File: src/cacc_pkg.sv
`default_nettype none
package cacc_pkg;

   typedef enum logic [2:0] {
      CMD_LOAD = 3'd0,
      CMD_ADD  = 3'd1,
      CMD_SUB  = 3'd2,
      CMD_MUL  = 3'd3,
      CMD_DIV  = 3'd4
   } cmd_type;

   typedef enum logic [3:0] {
      ST_IDLE,
      ST_MUL1,
      ST_MUL2,
      ST_MUL3,
      ST_MUL4,
      ST_DEN1,
      ST_DEN2,
      ST_NUM1,
      ST_NUM2,
      ST_NUM3,
      ST_NUM4,
      ST_DIVR,
      ST_DIVI,
      ST_DONE
   } state_type;

   // multiplier operand selects
   typedef enum logic [2:0] {
      MSEL_ZR_WR,
      MSEL_ZI_WI,
      MSEL_ZR_WI,
      MSEL_ZI_WR,
      MSEL_ZR_ZR,
      MSEL_ZI_ZI
   } msel_type;

   // what to do with the product
   typedef enum logic [2:0] {
      ACC_NONE,
      ACC_SET_A,
      ACC_SUB_A,
      ACC_SET_B,
      ACC_ADD_B,
      ACC_SUB_B,
      ACC_ADD_A,
      ACC_ADD_D
   } accop_type;

   typedef struct packed {
      logic      capture;
      logic      mul_en;
      msel_type  msel;
      accop_type accop;
      logic      div_start;
      logic      div_sel_imag;
      logic      fin_simple;
      logic      fin_mul;
      logic      fin_divr;
      logic      fin_divi;
      logic      fin_dz;
      logic      clr_den;
   } cmd_bus_type;

   typedef struct packed {
      logic    div_busy;
      logic    acc_zero;
      cmd_type cmd;
   } sts_bus_type;

endpackage
`default_nettype wire

File: src/cacc_if.sv
`default_nettype none
interface cacc_req_if #(parameter int DATA_WIDTH = 16);
   logic                         valid;
   logic                         ready;
   logic [2:0]                   cmd;
   logic signed [DATA_WIDTH-1:0] operand_real;
   logic signed [DATA_WIDTH-1:0] operand_imag;
   modport source (output valid, cmd, operand_real, operand_imag, input ready);
   modport sink   (input valid, cmd, operand_real, operand_imag, output ready);
endinterface

interface cacc_rsp_if #(parameter int DATA_WIDTH = 16);
   logic                         valid;
   logic                         ready;
   logic signed [DATA_WIDTH-1:0] result_real;
   logic signed [DATA_WIDTH-1:0] result_imag;
   logic                         saturated;
   logic                         divide_by_zero;
   modport source (output valid, result_real, result_imag, saturated, divide_by_zero,
                   input ready);
   modport sink   (input valid, result_real, result_imag, saturated, divide_by_zero,
                   output ready);
endinterface
`default_nettype wire

File: src/cacc_div.sv
`default_nettype none
// restoring divider on magnitudes, one quotient bit per cycle
module cacc_div #(
   parameter int NW = 48,
   parameter int DW = 34,
   parameter int QW = 24
) (
   input  wire logic          clock,
   input  wire logic          reset,
   input  wire logic          start,
   input  wire logic [NW-1:0] num,
   input  wire logic [DW-1:0] den,
   output logic               busy,
   output logic [QW-1:0]      quo,
   output logic               ovf
);
   localparam int CW = $clog2(NW + 1);

   logic [NW-1:0] num_ff, num_in;
   logic [DW:0]   rem_ff, rem_in;
   logic [DW-1:0] den_ff, den_in;
   logic [QW-1:0] quo_ff, quo_in;
   logic          ovf_ff, ovf_in;
   logic [CW-1:0] cnt_ff, cnt_in;
   logic          busy_ff, busy_in;
   logic [DW+1:0] shifted;
   logic [DW+1:0] diff;

   always_comb begin
      num_in  = num_ff;
      rem_in  = rem_ff;
      den_in  = den_ff;
      quo_in  = quo_ff;
      ovf_in  = ovf_ff;
      cnt_in  = cnt_ff;
      busy_in = busy_ff;
      shifted = {rem_ff, num_ff[NW-1]};
      diff    = shifted - {2'b00, den_ff};
      if (start) begin
         num_in  = num;
         rem_in  = '0;
         den_in  = den;
         quo_in  = '0;
         ovf_in  = 1'b0;
         cnt_in  = CW'(NW);
         busy_in = 1'b1;
      end else if (busy_ff) begin
         num_in = {num_ff[NW-2:0], 1'b0};
         if (!diff[DW+1]) begin
            rem_in = diff[DW:0];
         end else begin
            rem_in = shifted[DW:0];
         end
         // any bit shifted out of the quotient register means it is too large
         if (quo_ff[QW-1]) begin
            ovf_in = 1'b1;
         end
         quo_in = {quo_ff[QW-2:0], ~diff[DW+1]};
         cnt_in = cnt_ff - 1'b1;
         if (cnt_ff == CW'(1)) begin
            busy_in = 1'b0;
         end
      end
   end

   always_ff @(posedge clock) begin
      if (reset) begin
         busy_ff <= 1'b0;
         cnt_ff  <= '0;
      end else begin
         busy_ff <= busy_in;
         cnt_ff  <= cnt_in;
      end
      num_ff <= num_in;
      rem_ff <= rem_in;
      den_ff <= den_in;
      quo_ff <= quo_in;
      ovf_ff <= ovf_in;
   end

   assign busy = busy_ff;
   assign quo  = quo_ff;
   assign ovf  = ovf_ff;
endmodule
`default_nettype wire

File: src/cacc_dp.sv
`default_nettype none
module cacc_dp #(
   parameter int DATA_WIDTH = 16,
   parameter int FRAC_BITS  = 8
) (
   input  wire logic                         clock,
   input  wire logic                         reset,
   input  wire cacc_pkg::cmd_bus_type        ctl,
   output cacc_pkg::sts_bus_type             sts,
   input  wire logic [2:0]                   in_cmd,
   input  wire logic signed [DATA_WIDTH-1:0] in_real,
   input  wire logic signed [DATA_WIDTH-1:0] in_imag,
   output logic signed [DATA_WIDTH-1:0]      res_real,
   output logic signed [DATA_WIDTH-1:0]      res_imag,
   output logic                              res_sat,
   output logic                              res_dz
);
   import cacc_pkg::*;

   localparam int DW = DATA_WIDTH;
   localparam int PW = 2 * DW;
   localparam int SW = PW + 2;
   localparam int NW = PW + 1 + FRAC_BITS;
   localparam int QW = DW + 1;
   localparam logic signed [SW-1:0] SMAX = SW'((64'sd1 <<< (DW - 1)) - 1);
   localparam logic signed [SW-1:0] SMIN = -SW'(64'sd1 <<< (DW - 1));

   logic signed [DW-1:0] zr_ff, zi_ff, zr_in, zi_in;
   logic signed [DW-1:0] wr_ff, wi_ff;
   logic [2:0]           cmd_ff;
   logic signed [SW-1:0] sa_ff, sb_ff, sa_in, sb_in;
   logic [PW:0]          den_ff, den_in;
   logic signed [PW-1:0] prod_ff;
   logic signed [DW-1:0] ma, mb;
   logic signed [DW-1:0] rr_ff, ri_ff, rr_in, ri_in;
   logic                 sat_ff, sat_in, dz_ff, dz_in;
   logic                 dbusy, dovf;
   logic [QW-1:0]        dquo;
   logic signed [SW-1:0] dnum_s;
   logic                 dneg_ff, dneg_in;
   logic [NW-1:0]        dnum;
   logic signed [SW-1:0] t;
   logic                 tsat;
   logic signed [DW-1:0] tval;

   function automatic logic signed [DW-1:0] clampv(input logic signed [SW-1:0] v,
                                                   output logic s);
      s = 1'b0;
      if (v > SMAX) begin
         s = 1'b1;
         return DW'(SMAX);
      end
      if (v < SMIN) begin
         s = 1'b1;
         return DW'(SMIN);
      end
      return DW'(v);
   endfunction

   always_comb begin
      case (ctl.msel)
         MSEL_ZR_WR: begin ma = zr_ff; mb = wr_ff; end
         MSEL_ZI_WI: begin ma = zi_ff; mb = wi_ff; end
         MSEL_ZR_WI: begin ma = zr_ff; mb = wi_ff; end
         MSEL_ZI_WR: begin ma = zi_ff; mb = wr_ff; end
         MSEL_ZR_ZR: begin ma = zr_ff; mb = zr_ff; end
         default:    begin ma = zi_ff; mb = zi_ff; end
      endcase
   end

   // divider input: signed numerator to magnitude, scaled by the fraction bits
   assign dnum_s = ctl.div_sel_imag ? sb_ff : sa_ff;
   always_comb begin
      dneg_in = dneg_ff;
      dnum    = NW'(dnum_s[SW-1] ? -dnum_s : dnum_s) << FRAC_BITS;
      if (ctl.div_start) begin
         dneg_in = dnum_s[SW-1];
      end
   end

   cacc_div #(.NW(NW), .DW(PW + 1), .QW(QW)) u_div (
      .clock (clock),
      .reset (reset),
      .start (ctl.div_start),
      .num   (dnum),
      .den   (den_ff),
      .busy  (dbusy),
      .quo   (dquo),
      .ovf   (dovf)
   );

   always_comb begin
      sa_in  = sa_ff;
      sb_in  = sb_ff;
      den_in = den_ff;
      if (ctl.clr_den) begin
         den_in = '0;
      end
      case (ctl.accop)
         ACC_SET_A: sa_in = SW'(prod_ff);
         ACC_SUB_A: sa_in = sa_ff - SW'(prod_ff);
         ACC_ADD_A: sa_in = sa_ff + SW'(prod_ff);
         ACC_SET_B: sb_in = SW'(prod_ff);
         ACC_ADD_B: sb_in = sb_ff + SW'(prod_ff);
         ACC_SUB_B: sb_in = sb_ff - SW'(prod_ff);
         ACC_ADD_D: den_in = den_ff + (PW + 1)'(unsigned'(prod_ff));
         default: ;
      endcase
   end

   always_comb begin
      zr_in  = zr_ff;
      zi_in  = zi_ff;
      rr_in  = rr_ff;
      ri_in  = ri_ff;
      sat_in = sat_ff;
      dz_in  = dz_ff;
      t      = '0;
      tsat   = 1'b0;
      tval   = '0;
      if (ctl.fin_simple) begin
         dz_in  = 1'b0;
         sat_in = 1'b0;
         rr_in  = zr_ff;
         ri_in  = zi_ff;
         if (cmd_ff == CMD_LOAD) begin
            rr_in = wr_ff;
            ri_in = wi_ff;
         end else if (cmd_ff == CMD_ADD || cmd_ff == CMD_SUB) begin
            t = (cmd_ff == CMD_ADD) ? SW'(zr_ff) + SW'(wr_ff) : SW'(zr_ff) - SW'(wr_ff);
            rr_in = clampv(t, tsat);
            sat_in = tsat;
            t = (cmd_ff == CMD_ADD) ? SW'(zi_ff) + SW'(wi_ff) : SW'(zi_ff) - SW'(wi_ff);
            ri_in = clampv(t, tsat);
            sat_in = sat_in | tsat;
         end
         zr_in = rr_in;
         zi_in = ri_in;
      end
      if (ctl.fin_mul) begin
         dz_in  = 1'b0;
         rr_in  = clampv(sa_ff >>> FRAC_BITS, tsat);
         sat_in = tsat;
         ri_in  = clampv(sb_ff >>> FRAC_BITS, tsat);
         sat_in = sat_in | tsat;
         zr_in  = rr_in;
         zi_in  = ri_in;
      end
      if (ctl.fin_dz) begin
         dz_in  = 1'b1;
         sat_in = 1'b0;
         rr_in  = zr_ff;
         ri_in  = zi_ff;
      end
      if (ctl.fin_divr || ctl.fin_divi) begin
         t = dovf ? SMAX + SW'(2) : SW'(dquo);
         if (dneg_ff) begin
            t = -t;
         end
         tval = clampv(t, tsat);
         if (ctl.fin_divr) begin
            dz_in  = 1'b0;
            rr_in  = tval;
            sat_in = tsat;
         end else begin
            ri_in  = tval;
            sat_in = sat_ff | tsat;
            zr_in  = rr_ff;
            zi_in  = tval;
         end
      end
   end

   always_ff @(posedge clock) begin
      if (reset) begin
         zr_ff <= '0;
         zi_ff <= '0;
      end else begin
         zr_ff <= zr_in;
         zi_ff <= zi_in;
      end
      if (ctl.capture) begin
         wr_ff  <= in_real;
         wi_ff  <= in_imag;
         cmd_ff <= in_cmd;
      end
      if (ctl.mul_en) begin
         prod_ff <= ma * mb;
      end
      sa_ff   <= sa_in;
      sb_ff   <= sb_in;
      den_ff  <= den_in;
      dneg_ff <= dneg_in;
      rr_ff   <= rr_in;
      ri_ff   <= ri_in;
      sat_ff  <= sat_in;
      dz_ff   <= dz_in;
   end

   assign sts.div_busy = dbusy;
   assign sts.acc_zero = (zr_ff == '0) && (zi_ff == '0);
   assign sts.cmd      = cmd_type'(cmd_ff);
   assign res_real = rr_ff;
   assign res_imag = ri_ff;
   assign res_sat  = sat_ff;
   assign res_dz   = dz_ff;

   a_dz_no_sat: assert property (@(posedge clock) disable iff (reset)
      $past(ctl.fin_dz) |-> (dz_ff && !sat_ff)) else $error("dz with sat");
   a_dz_keeps: assert property (@(posedge clock) disable iff (reset)
      ctl.fin_dz |=> $stable(zr_ff) && $stable(zi_ff)) else $error("dz changed acc");
   a_div_idle_start: assert property (@(posedge clock) disable iff (reset)
      ctl.div_start |-> !dbusy) else $error("divider restarted");
endmodule
`default_nettype wire

File: src/cacc_ctrl.sv
`default_nettype none
module cacc_ctrl (
   input  wire logic                  clock,
   input  wire logic                  reset,
   input  wire logic                  req_valid,
   output logic                       req_ready,
   output logic                       rsp_valid,
   input  wire logic                  rsp_ready,
   input  wire cacc_pkg::sts_bus_type sts,
   output cacc_pkg::cmd_bus_type      ctl
);
   import cacc_pkg::*;

   state_type state_ff, state_in;
   logic      rv_ff, rv_in;
   logic      dwait_ff, dwait_in;

   always_ff @(posedge clock) begin
      if (reset) begin
         state_ff <= ST_IDLE;
         rv_ff    <= 1'b0;
         dwait_ff <= 1'b0;
      end else begin
         state_ff <= state_in;
         rv_ff    <= rv_in;
         dwait_ff <= dwait_in;
      end
   end

   // a new word may enter once the previous result has been taken
   assign req_ready = (state_ff == ST_IDLE) && (!rv_ff || rsp_ready);
   assign rsp_valid = rv_ff;

   always_comb begin
      state_in = state_ff;
      ctl      = '0;
      ctl.msel = MSEL_ZR_WR;
      ctl.accop = ACC_NONE;
      rv_in    = rv_ff && !rsp_ready;
      dwait_in = 1'b0;
      unique case (state_ff)
         ST_IDLE: begin
            if (req_valid && req_ready) begin
               ctl.capture = 1'b1;
               state_in    = ST_MUL1;
            end
         end
         ST_MUL1: begin
            unique case (sts.cmd)
               CMD_MUL: begin
                  ctl.mul_en = 1'b1;
                  ctl.msel   = MSEL_ZR_WR;
                  state_in   = ST_MUL2;
               end
               CMD_DIV: begin
                  if (sts.acc_zero) begin
                     ctl.fin_dz = 1'b1;
                     state_in   = ST_DONE;
                  end else begin
                     ctl.mul_en  = 1'b1;
                     ctl.msel    = MSEL_ZR_ZR;
                     ctl.clr_den = 1'b1;
                     state_in    = ST_DEN1;
                  end
               end
               default: begin
                  ctl.fin_simple = 1'b1;
                  state_in       = ST_DONE;
               end
            endcase
         end
         ST_MUL2: begin
            ctl.accop = ACC_SET_A; ctl.mul_en = 1'b1; ctl.msel = MSEL_ZI_WI;
            state_in  = ST_MUL3;
         end
         ST_MUL3: begin
            ctl.accop = ACC_SUB_A; ctl.mul_en = 1'b1; ctl.msel = MSEL_ZR_WI;
            state_in  = ST_MUL4;
         end
         ST_MUL4: begin
            ctl.accop = ACC_SET_B; ctl.mul_en = 1'b1; ctl.msel = MSEL_ZI_WR;
            state_in  = ST_NUM4;
         end
         ST_DEN1: begin
            ctl.accop = ACC_ADD_D; ctl.mul_en = 1'b1; ctl.msel = MSEL_ZI_ZI;
            state_in  = ST_DEN2;
         end
         ST_DEN2: begin
            ctl.accop = ACC_ADD_D; ctl.mul_en = 1'b1; ctl.msel = MSEL_ZR_WR;
            state_in  = ST_NUM1;
         end
         ST_NUM1: begin
            ctl.accop = ACC_SET_A; ctl.mul_en = 1'b1; ctl.msel = MSEL_ZI_WI;
            state_in  = ST_NUM2;
         end
         ST_NUM2: begin
            ctl.accop = ACC_ADD_A; ctl.mul_en = 1'b1; ctl.msel = MSEL_ZR_WI;
            state_in  = ST_NUM3;
         end
         ST_NUM3: begin
            ctl.accop = ACC_SET_B; ctl.mul_en = 1'b1; ctl.msel = MSEL_ZI_WR;
            state_in  = ST_NUM4;
         end
         ST_NUM4: begin
            // last product: add for multiply, subtract for divide
            if (sts.cmd == CMD_MUL) begin
               ctl.accop = ACC_ADD_B;
               state_in  = ST_DONE;
            end else begin
               ctl.accop = ACC_SUB_B;
               state_in  = ST_DIVR;
               dwait_in  = 1'b1;
            end
         end
         ST_DIVR: begin
            if (dwait_ff) begin
               ctl.div_start = 1'b1;
            end else if (!sts.div_busy) begin
               ctl.fin_divr     = 1'b1;
               ctl.div_start    = 1'b1;
               ctl.div_sel_imag = 1'b1;
               state_in         = ST_DIVI;
            end
         end
         ST_DIVI: begin
            if (!sts.div_busy && !dwait_ff) begin
               ctl.fin_divi = 1'b1;
               state_in     = ST_DONE;
            end
         end
         ST_DONE: begin
            // multiply results are registered here before the response is raised on the next pass
            if (sts.cmd == CMD_MUL && !dwait_ff) begin
               ctl.fin_mul = 1'b1;
               dwait_in    = 1'b1;
            end else begin
               rv_in    = 1'b1;
               state_in = ST_IDLE;
            end
         end
         default: state_in = ST_IDLE;
      endcase
   end

   a_one_fin: assert property (@(posedge clock) disable iff (reset)
      $countones({ctl.fin_simple, ctl.fin_mul, ctl.fin_dz, ctl.fin_divr, ctl.fin_divi}) <= 1)
      else $error("two finishes at once");
   a_rsp_after_done: assert property (@(posedge clock) disable iff (reset)
      $rose(rv_ff) |-> $past(state_ff) == ST_DONE) else $error("result out of order");
   a_busy_no_accept: assert property (@(posedge clock) disable iff (reset)
      state_ff != ST_IDLE |-> !req_ready) else $error("accept while busy");
endmodule
`default_nettype wire

File: src/complex_accumulator_alu_top.sv
`default_nettype none
// Complex accumulator: keeps z in signed fixed point and applies load, add,
// subtract, multiply or divide (z = w / z) for each request word, returning the new z
// with saturation and divide-by-zero flags. Divide runs the bit-serial divider once for
// each part. One multiplier is shared by all products. One word is worked on at a time.
module complex_accumulator_alu_top #(
   parameter int DATA_WIDTH = 16,
   parameter int FRAC_BITS  = 8
) (
   input wire logic  clock,
   input wire logic  reset,
   cacc_req_if.sink  req,
   cacc_rsp_if.source rsp
);
   import cacc_pkg::*;

   cmd_bus_type ctl;
   sts_bus_type sts;

   cacc_ctrl u_ctrl (
      .clock     (clock),
      .reset     (reset),
      .req_valid (req.valid),
      .req_ready (req.ready),
      .rsp_valid (rsp.valid),
      .rsp_ready (rsp.ready),
      .sts       (sts),
      .ctl       (ctl)
   );

   cacc_dp #(.DATA_WIDTH(DATA_WIDTH), .FRAC_BITS(FRAC_BITS)) u_dp (
      .clock    (clock),
      .reset    (reset),
      .ctl      (ctl),
      .sts      (sts),
      .in_cmd   (req.cmd),
      .in_real  (req.operand_real),
      .in_imag  (req.operand_imag),
      .res_real (rsp.result_real),
      .res_imag (rsp.result_imag),
      .res_sat  (rsp.saturated),
      .res_dz   (rsp.divide_by_zero)
   );
endmodule
`default_nettype wire

File: src/flat_wrapper.sv
// flat-port wrapper written by rule: the top's interface ports become plain ports
module complex_accumulator_alu_top_flat import cacc_pkg::*;
#(
   parameter int DATA_WIDTH = 16,
   parameter int FRAC_BITS  = 8
)
  (clock, reset, req_valid, req_cmd, req_operand_real, req_operand_imag, req_ready, rsp_valid, rsp_result_real, rsp_result_imag, rsp_saturated, rsp_divide_by_zero, rsp_ready);
  cacc_req_if #(.DATA_WIDTH(DATA_WIDTH)) req_i ();
  cacc_rsp_if #(.DATA_WIDTH(DATA_WIDTH)) rsp_i ();
  input wire logic clock;
  input wire logic reset;
  input wire logic [$bits(req_i.valid)-1:0] req_valid;
  input wire logic [$bits(req_i.cmd)-1:0] req_cmd;
  input wire logic [$bits(req_i.operand_real)-1:0] req_operand_real;
  input wire logic [$bits(req_i.operand_imag)-1:0] req_operand_imag;
  output wire logic [$bits(req_i.ready)-1:0] req_ready;
  output wire logic [$bits(rsp_i.valid)-1:0] rsp_valid;
  output wire logic [$bits(rsp_i.result_real)-1:0] rsp_result_real;
  output wire logic [$bits(rsp_i.result_imag)-1:0] rsp_result_imag;
  output wire logic [$bits(rsp_i.saturated)-1:0] rsp_saturated;
  output wire logic [$bits(rsp_i.divide_by_zero)-1:0] rsp_divide_by_zero;
  input wire logic [$bits(rsp_i.ready)-1:0] rsp_ready;
  assign req_i.valid = req_valid;
  assign req_i.cmd = req_cmd;
  assign req_i.operand_real = req_operand_real;
  assign req_i.operand_imag = req_operand_imag;
  assign req_ready = req_i.ready;
  assign rsp_valid = rsp_i.valid;
  assign rsp_result_real = rsp_i.result_real;
  assign rsp_result_imag = rsp_i.result_imag;
  assign rsp_saturated = rsp_i.saturated;
  assign rsp_divide_by_zero = rsp_i.divide_by_zero;
  assign rsp_i.ready = rsp_ready;
  complex_accumulator_alu_top #(.DATA_WIDTH(DATA_WIDTH), .FRAC_BITS(FRAC_BITS)) u_core (.clock(clock), .reset(reset), .req(req_i), .rsp(rsp_i));
endmodule
File: config.mk
export PLATFORM = sky130hd
export DESIGN_NAME = complex_accumulator_alu_top_flat
export DESIGN_NICKNAME = d
export VERILOG_FILES = /design/src/cacc_pkg.sv /design/src/cacc_if.sv /design/src/cacc_div.sv /design/src/cacc_dp.sv /design/src/cacc_ctrl.sv /design/src/complex_accumulator_alu_top.sv /design/src/flat_wrapper.sv
export SDC_FILE = /design/constraint.sdc
export NUM_CORES = 2
export LEC_CHECK = 0
export BUFFER_PORTS_ARGS = -buffer_cell sky130_fd_sc_hd__buf_2
export CAP_MARGIN = 20
export CORE_MARGIN = 8
export CORE_UTILIZATION = 30
export CTS_CLUSTER_SIZE = 8
export DETAILED_ROUTE_END_ITERATION = 7
export SYNTH_ARGS = -nofsm -noshare
export SYNTH_HDL_FRONTEND = slang
export SYNTH_SLANG_ARGS = --single-unit
File: constraint.sdc
create_clock -name clock -period 10.6 [get_ports clock]
set_input_delay 1.06 -clock clock [delete_from_list [all_inputs] [get_ports clock]]
set_output_delay 1.06 -clock clock [all_outputs]
set_load 0.1 [all_outputs]
# ---- Word-level counts from Yosys, hierarchy flattened
# Index checks and enable logic that the tools add are counted.
dict set report op_classes {
  n_addsub 13
  mul 1
  n_div 0
  magnitude_cmp 10
  n_eq_ne 34
  shift 0
  n_mux 164
  bitwise 4
  reduce_logical 34
}
# op n
set op_table {}
lappend op_table {{$mux 16} 43}
lappend op_table {{$mux 34} 6}
lappend op_table {{$pmux 34 s3} 2}
lappend op_table {{$gt 34x16->1 const B} 3}
lappend op_table {{$lt 34x16->1 const B} 3}
lappend op_table {{$mux 33} 3}
lappend op_table {{$mux 1} 86}
lappend op_table {{$mux 41} 2}
lappend op_table {{$add 34x32->34} 2}
lappend op_table {{$sub 34x32->34} 2}
lappend op_table {{$gt 26x16->1 const B} 2}
lappend op_table {{$lt 26x16->1 const B} 2}
lappend op_table {{$pmux 4 s13} 1}
lappend op_table {{$pmux 16 s3} 1}
lappend op_table {{$sub 35x33->35} 1}
lappend op_table {{$add 16x16->17} 2}
lappend op_table {{$neg 17->34} 1}
lappend op_table {{$sub 16x16->17} 2}
lappend op_table {{$add 33x32->33} 1}
lappend op_table {{$neg 33->33} 1}
lappend op_table {{$logic_not 16->1} 2}
lappend op_table {{$mul 16x16->32} 1}
lappend op_table {{$mux 4} 7}
lappend op_table {{$eq 4x4->1 const B} 6}
lappend op_table {{other kinds (32)} 78}
dict set report word_totals {
  reg_bits 366
  latch_bits 0
  ramBits 0
  mem_bits_ro 0
  inputBits 39
  output_inout_bits 36
  word_cells 285
  n_memories 0
}

# ---- Longest topological paths before layout
dict set report depth {
  word_depth 20
  depth_mapped 38
  ltp_nobuf 35
}

# ---- Modules after synthesis
# From an unflattened synthesis, not the netlist that was laid out.
dict set report unflattened {
  hier_cells 4357
  hier_area_um2 38122.8
}
# mod n_inst cells_each area_per_inst_um2
set modules_own_cells {}
lappend modules_own_cells {cacc_dp 1 3551 30292.8}
lappend modules_own_cells {cacc_div 1 698 7108.1}
lappend modules_own_cells {cacc_ctrl 1 108 721.9}

# ---- Least setup slack after synthesis
# No wires, ideal clock.
dict set report synth_path {
  kind {reg-to-reg}
  startpoint {register u_core.u_ctrl.state_ff[1]}
  endpoint {register u_core.u_dp.prod_ff[30] (data pin)}
  setup_time_ns 0.265
  arrival_time_ns 8.847
  required_time_ns 10.335
  slack_ns 1.488
  stages_incl_launch_ff 29
  n_path_buf 3
  synth_period_minus_slack_ns 9.112
  cell_sequence {dfxtp_1 buf_2 clkinv_1 o31ai_1 clkbuf_1 a221oi_1 a21oi_1 clkbuf_1 nand2_1 fa_1 inv_1 fa_1 fa_1 fa_1 fa_1 inv_1 fa_1 inv_1 ha_1 a21o_1 a21o_1 a21oi_1 a21oi_1 o21bai_1 a221o_1 a311o_1 a31oi_1 o21ai_0 xor2_1}
}
dict set report synth_between {
  elab_chain_cells 7
}
# element line_no
set synth_lines {}
lappend synth_lines {{start, declared} cacc_ctrl.sv:14} ;# state_type state_ff, state_in;
lappend synth_lines {{start signal, assigned} cacc_ctrl.sv:24} ;# state_ff <= state_in;
lappend synth_lines {{$eq 4x4->1 (tied with other cells)} cacc_ctrl.sv:41} ;# unique case (state_ff)
lappend synth_lines {{$reduce_or 2->1 (no line)} --}
lappend synth_lines {{$pmux 4 s6 *} cacc_ctrl.sv:41}
lappend synth_lines {{$eq 3x2->1 (tied with other cells)} cacc_dp.sv:61} ;# case (ctl.msel)
lappend synth_lines {{$reduce_or 2->1 (no line) or $reduce_or 3->1 (tied branches)} --}
lappend synth_lines {{$pmux 16 s3 or $mux 16 (tied branches)} cacc_dp.sv:61}
lappend synth_lines {{$mul 16x16->32 *} cacc_dp.sv:188} ;# prod_ff <= ma * mb;
lappend synth_lines {{end signal, assigned} cacc_dp.sv:188}
lappend synth_lines {{end, declared} cacc_dp.sv:33} ;# logic signed [PW-1:0] prod_ff;
# Every way passes the cells marked *; elsewhere a longest branch is shown, timed or not.
# A chain may end at the register's enable or synchronous reset.

# ---- Final worst setup path
dict set report layout_path {
  startpoint {register u_core.u_dp.cmd_ff[1]}
  endpoint {register u_core.u_dp.prod_ff[30] (data pin)}
}
dict set report layout_between {
  elab_chain_cells 7
}
# element line_no
set layout_lines {}
lappend layout_lines {{start, declared} cacc_dp.sv:30} ;# logic [2:0] cmd_ff;
lappend layout_lines {{start signal, assigned} cacc_dp.sv:185} ;# cmd_ff <= in_cmd;
lappend layout_lines {{$eq 3x3->1 or $eq 3x2->1 (tied branches)} cacc_ctrl.sv:49} ;# unique case (sts.cmd)
lappend layout_lines {{$pmux 4 s2 *} cacc_ctrl.sv:49}
lappend layout_lines {{$pmux 4 s6 *} cacc_ctrl.sv:41}
lappend layout_lines {{$eq 3x2->1 (tied with other cells)} cacc_dp.sv:61}
lappend layout_lines {{$reduce_or 2->1 (no line) or $reduce_or 3->1 (tied branches)} --}
lappend layout_lines {{$pmux 16 s3 or $mux 16 (tied branches)} cacc_dp.sv:61}
lappend layout_lines {{$mul 16x16->32 *} cacc_dp.sv:188}
# Marked as above.

==> reports/metrics.yaml <==
logic_synthesis:
  yosysMostFrequentCell: "nor2_1"
  synth_area_leader_cell: "edfxtp_1"
  synth_common_cells: "nor2_1 (457), inv_1 (431), nand2_1 (398), a21oi_1 (272), fa_1 (268)"
  syn-num-nets: 4802
  avgSynthCellArea_um2: 8.71
  synth-main-ff-cell: "edfxtp_1"
  yosys_warnings: 0
  synth_cell_types: 105
  yosys.area.top_type_share_pct: 19.2
  ys_ff_latch: 366
  synth-seq-area-share_pct: 26.2
  async_flop_share_pct: 0
  synth_edf_count: 236
  syn_area_mm2: 0.0369
  ys_top_cells_by_area: "edfxtp_1 (19%), fa_1 (15%), ha_1 (8.6%)"
  syn_inst: 4242
detailed_routing:
  drtPass1Iterations: 8
  routed_wl_mm: 118
  drt_iter0_drc: 2967
  drt-wirelength-per-cell_um: 19.9
  drc: 3
  via_per_inst: 5.38
  antenna_left: 0
  vias: 31921
placed_design:
  gp_congestion: 0.990
  port_buffers: 74
  dp_hpwl_mm: 91.6
  pre_cts_slack_ns: 1.31
status:
  failed_checks: "design-rule violations"
  status: "complete, but fails checks"
finish:
  syn_to_final_growth_pct: 10.6
  fill_cells: 12709
  multi_input_area_mm2: 0.0250
  regArea_mm2: 0.00969
  final_util_pct: 33.5
  fin_nets: 4826
  final_layout_size_suffix_gt1_share_pct: 6.62
die:
  core-area_mm2: 0.122
  design.die.area_mm2: 0.135
  fp.dieW_um: 367
  start_util_pct: 30.3
  die_h_um: 367
  ios: 75
  num_rows: 128
global_route:
  grt.total_usage_pct: 16.9
  grt_max_degree: 86
  grtUsageMet2_pct: 25.5
  grt.met1_usage_pct: 23.9
  grt.busiest_layer: "met2"
  grt_antenna_before_repair: 1
  grt_pass1_wl_mm: 182
  grt_pass1_vias: 30341
  use_met3_pct: 3.33
  gr-total-overflow: 0
setup_path:
  cp-start-kind: "register"
  reg2reg_setup_slack_ns: 1.14
  rr_endpoint: "u_core.u_dp.prod_ff[30]"
  r2r_cells: 33
  crit_fanout: 16
  critPathCaptureType: "register"
  cp_slowest_stage_delay_ns: 0.81
  worst_ep_arrival_time_ns: 9.83
  slowest_stage: "nor3b_1"
  criticalPathCategory: "register to register"
  cpMostUsedCell: "fa_1"
  r2r-start: "u_core.u_dp.cmd_ff[1]"
  critPathRequiredTime_ns: 10.97
clock_tree:
  cts_max_path_buffers: 3
  path_clk_slew_ns: 0.06
  cts_buffers: 53
  cts_setup_buffers: 0
  clk_latency_ns: 0.64
  cts_resized: 0
  hold_buffers: 0
  cts_num_sinks: 366
  cts_tree: "yes"
  clockRootBuffer: "clkbuf_16"
  htree_levels: 2
timing:
  grt_setup_unrepaired: "false"
  clock_skew_ns: 0.0300
  min_period_ns: 9.46
  setup-tns-final_ns: 0
  holdWs_ns: 0.457
  tightest_slew_ns: 1.15
  clock.fmax_mhz: 106
  finalCritPeriodShare_pct: 89.3
  maxSlewHeadroom_pct: 21.4
  slew_viol_final: 0
  fin_ws_ns: 1.14
  hold_viol_final: 0
  setup_viol: 0
run:
  maxCapViolations: 0
worst_hold_path:
  min_from: "u_core.u_dp.den_ff[8]"
  hold_depth: 0
  min_path_type: "register to register"
  hold_end: "u_core.u_dp.u_div.den_ff[8]"
## flip-flops by register name, indices dropped and copies added (netlist names), 3 cells and up
name and flops:
u_core.u_ctrl.state_ff 4, u_core.u_dp.cmd_ff 3, u_core.u_dp.den_ff 33, u_core.u_dp.prod_ff 32, u_core.u_dp.res_imag 16, u_core.u_dp.res_real 16
u_core.u_dp.sa_ff 34, u_core.u_dp.sb_ff 34, u_core.u_dp.u_div.cnt_ff 6, u_core.u_dp.u_div.den_ff 33, u_core.u_dp.u_div.num_ff 33, u_core.u_dp.u_div.quo 17
u_core.u_dp.u_div.rem_ff 34, u_core.u_dp.wi_ff 16, u_core.u_dp.wr_ff 16, u_core.u_dp.zi_ff 16, u_core.u_dp.zr_ff 16
## metrics by stage
stage	std cells	instance area (um^2)
after global routing	5929	40900
after detailed placement	5835	39300
after global placement	5834	39300
final	5929	40900
after floorplan	4242	36900
after CTS	5927	40900
## placed cells by master, fill, tap and decap left out, types with 51 or more instances in the layout
master	n
o21ai_0	237
nor2_1	455
a21o_1	99
mux2i_1	99
a21oi_1	271
nand2b_1	68
edfxtp_1	236
xor2_1	131
ha_1	253
buf_2	74
o21ai_1	51
xnor2_1	155
buf_4	72
nor3_1	80
fa_1	268
nand2_1	395
clkbuf_16	53
a211oi_1	55
inv_1	431
dfxtp_1	129
## layer usage
metal	routed length (um)	vias to the layer above	share of wire, %
met2	50500	1288	43
li1	-	14815	-
met4	4580	0	3.9
met1	53100	15564	45
met5	0	-	0
met3	9970	254	8.4
## logic make-up after synthesis
group                      Yosys count  share of synthesized area, %
AOI/OAI and AO/OA                 1067                          18.5
xor gates and xnor gates           287                          6.85
adders and majority gates          524                          23.2
buffers and inverters              611                          6.32
DFF                                366                          26.2
muxes                              116                          3.23
and+or+nand+nor                   1271                          15.7
## layout make-up
type / count / area share, %
inverter: 434 / 3.99
sequential: 366 / 23.7
clock buffer: 85 / 3.54
tap: 1625 / 4.98
multi-input combinational: 3265 / 61.2
antenna: 1 / 0.00612
timing repair buffer: 146 / 2.23
clock inverter: 7 / 0.309
## worst max path at each step
| stage | start | end | slack (ns) | depth (start not counted) |
|---|---|---|---|---|
| 6_report | u_core.u_dp.cmd_ff[1] | u_core.u_dp.prod_ff[30] | 1.14 | 33 |
| 5_1_grt | u_core.u_dp.zr_ff[11] | u_core.u_dp.prod_ff[29] | 0.69 | 32 |
| 4_1_cts | u_core.u_dp.cmd_ff[1] | u_core.u_dp.prod_ff[29] | 1.28 | 32 |
| 3_5_place_dp | u_core.u_dp.cmd_ff[1] | u_core.u_dp.prod_ff[29] | 1.31 | 32 |
| 3_3_place_gp | u_core.u_dp.cmd_ff[1] | u_core.u_dp.prod_ff[30] | 1.47 | 32 |
| 2_1_floorplan | u_core.u_ctrl.state_ff[1] | u_core.u_dp.prod_ff[30] | 1.49 | 28 |
## critical path, delay by kind of cell, from the launching register on
| kind | cells | cell delay [ns] |
|---|---|---|
| adder cells (fa/ha/maj) | 7 | 3.43 |
| AO/OA/AOI/OAI | 12 | 3.01 |
| AND/OR/NAND/NOR | 7 | 1.40 |
| buffers and inverters | 6 | 0.70 |
| flip-flops | 1 | 0.50 |
| XOR/XNOR | 1 | 0.15 |
Power is not shown: default switching activity piles up to over one toggle a cycle in this logic, so the estimate is an artifact.
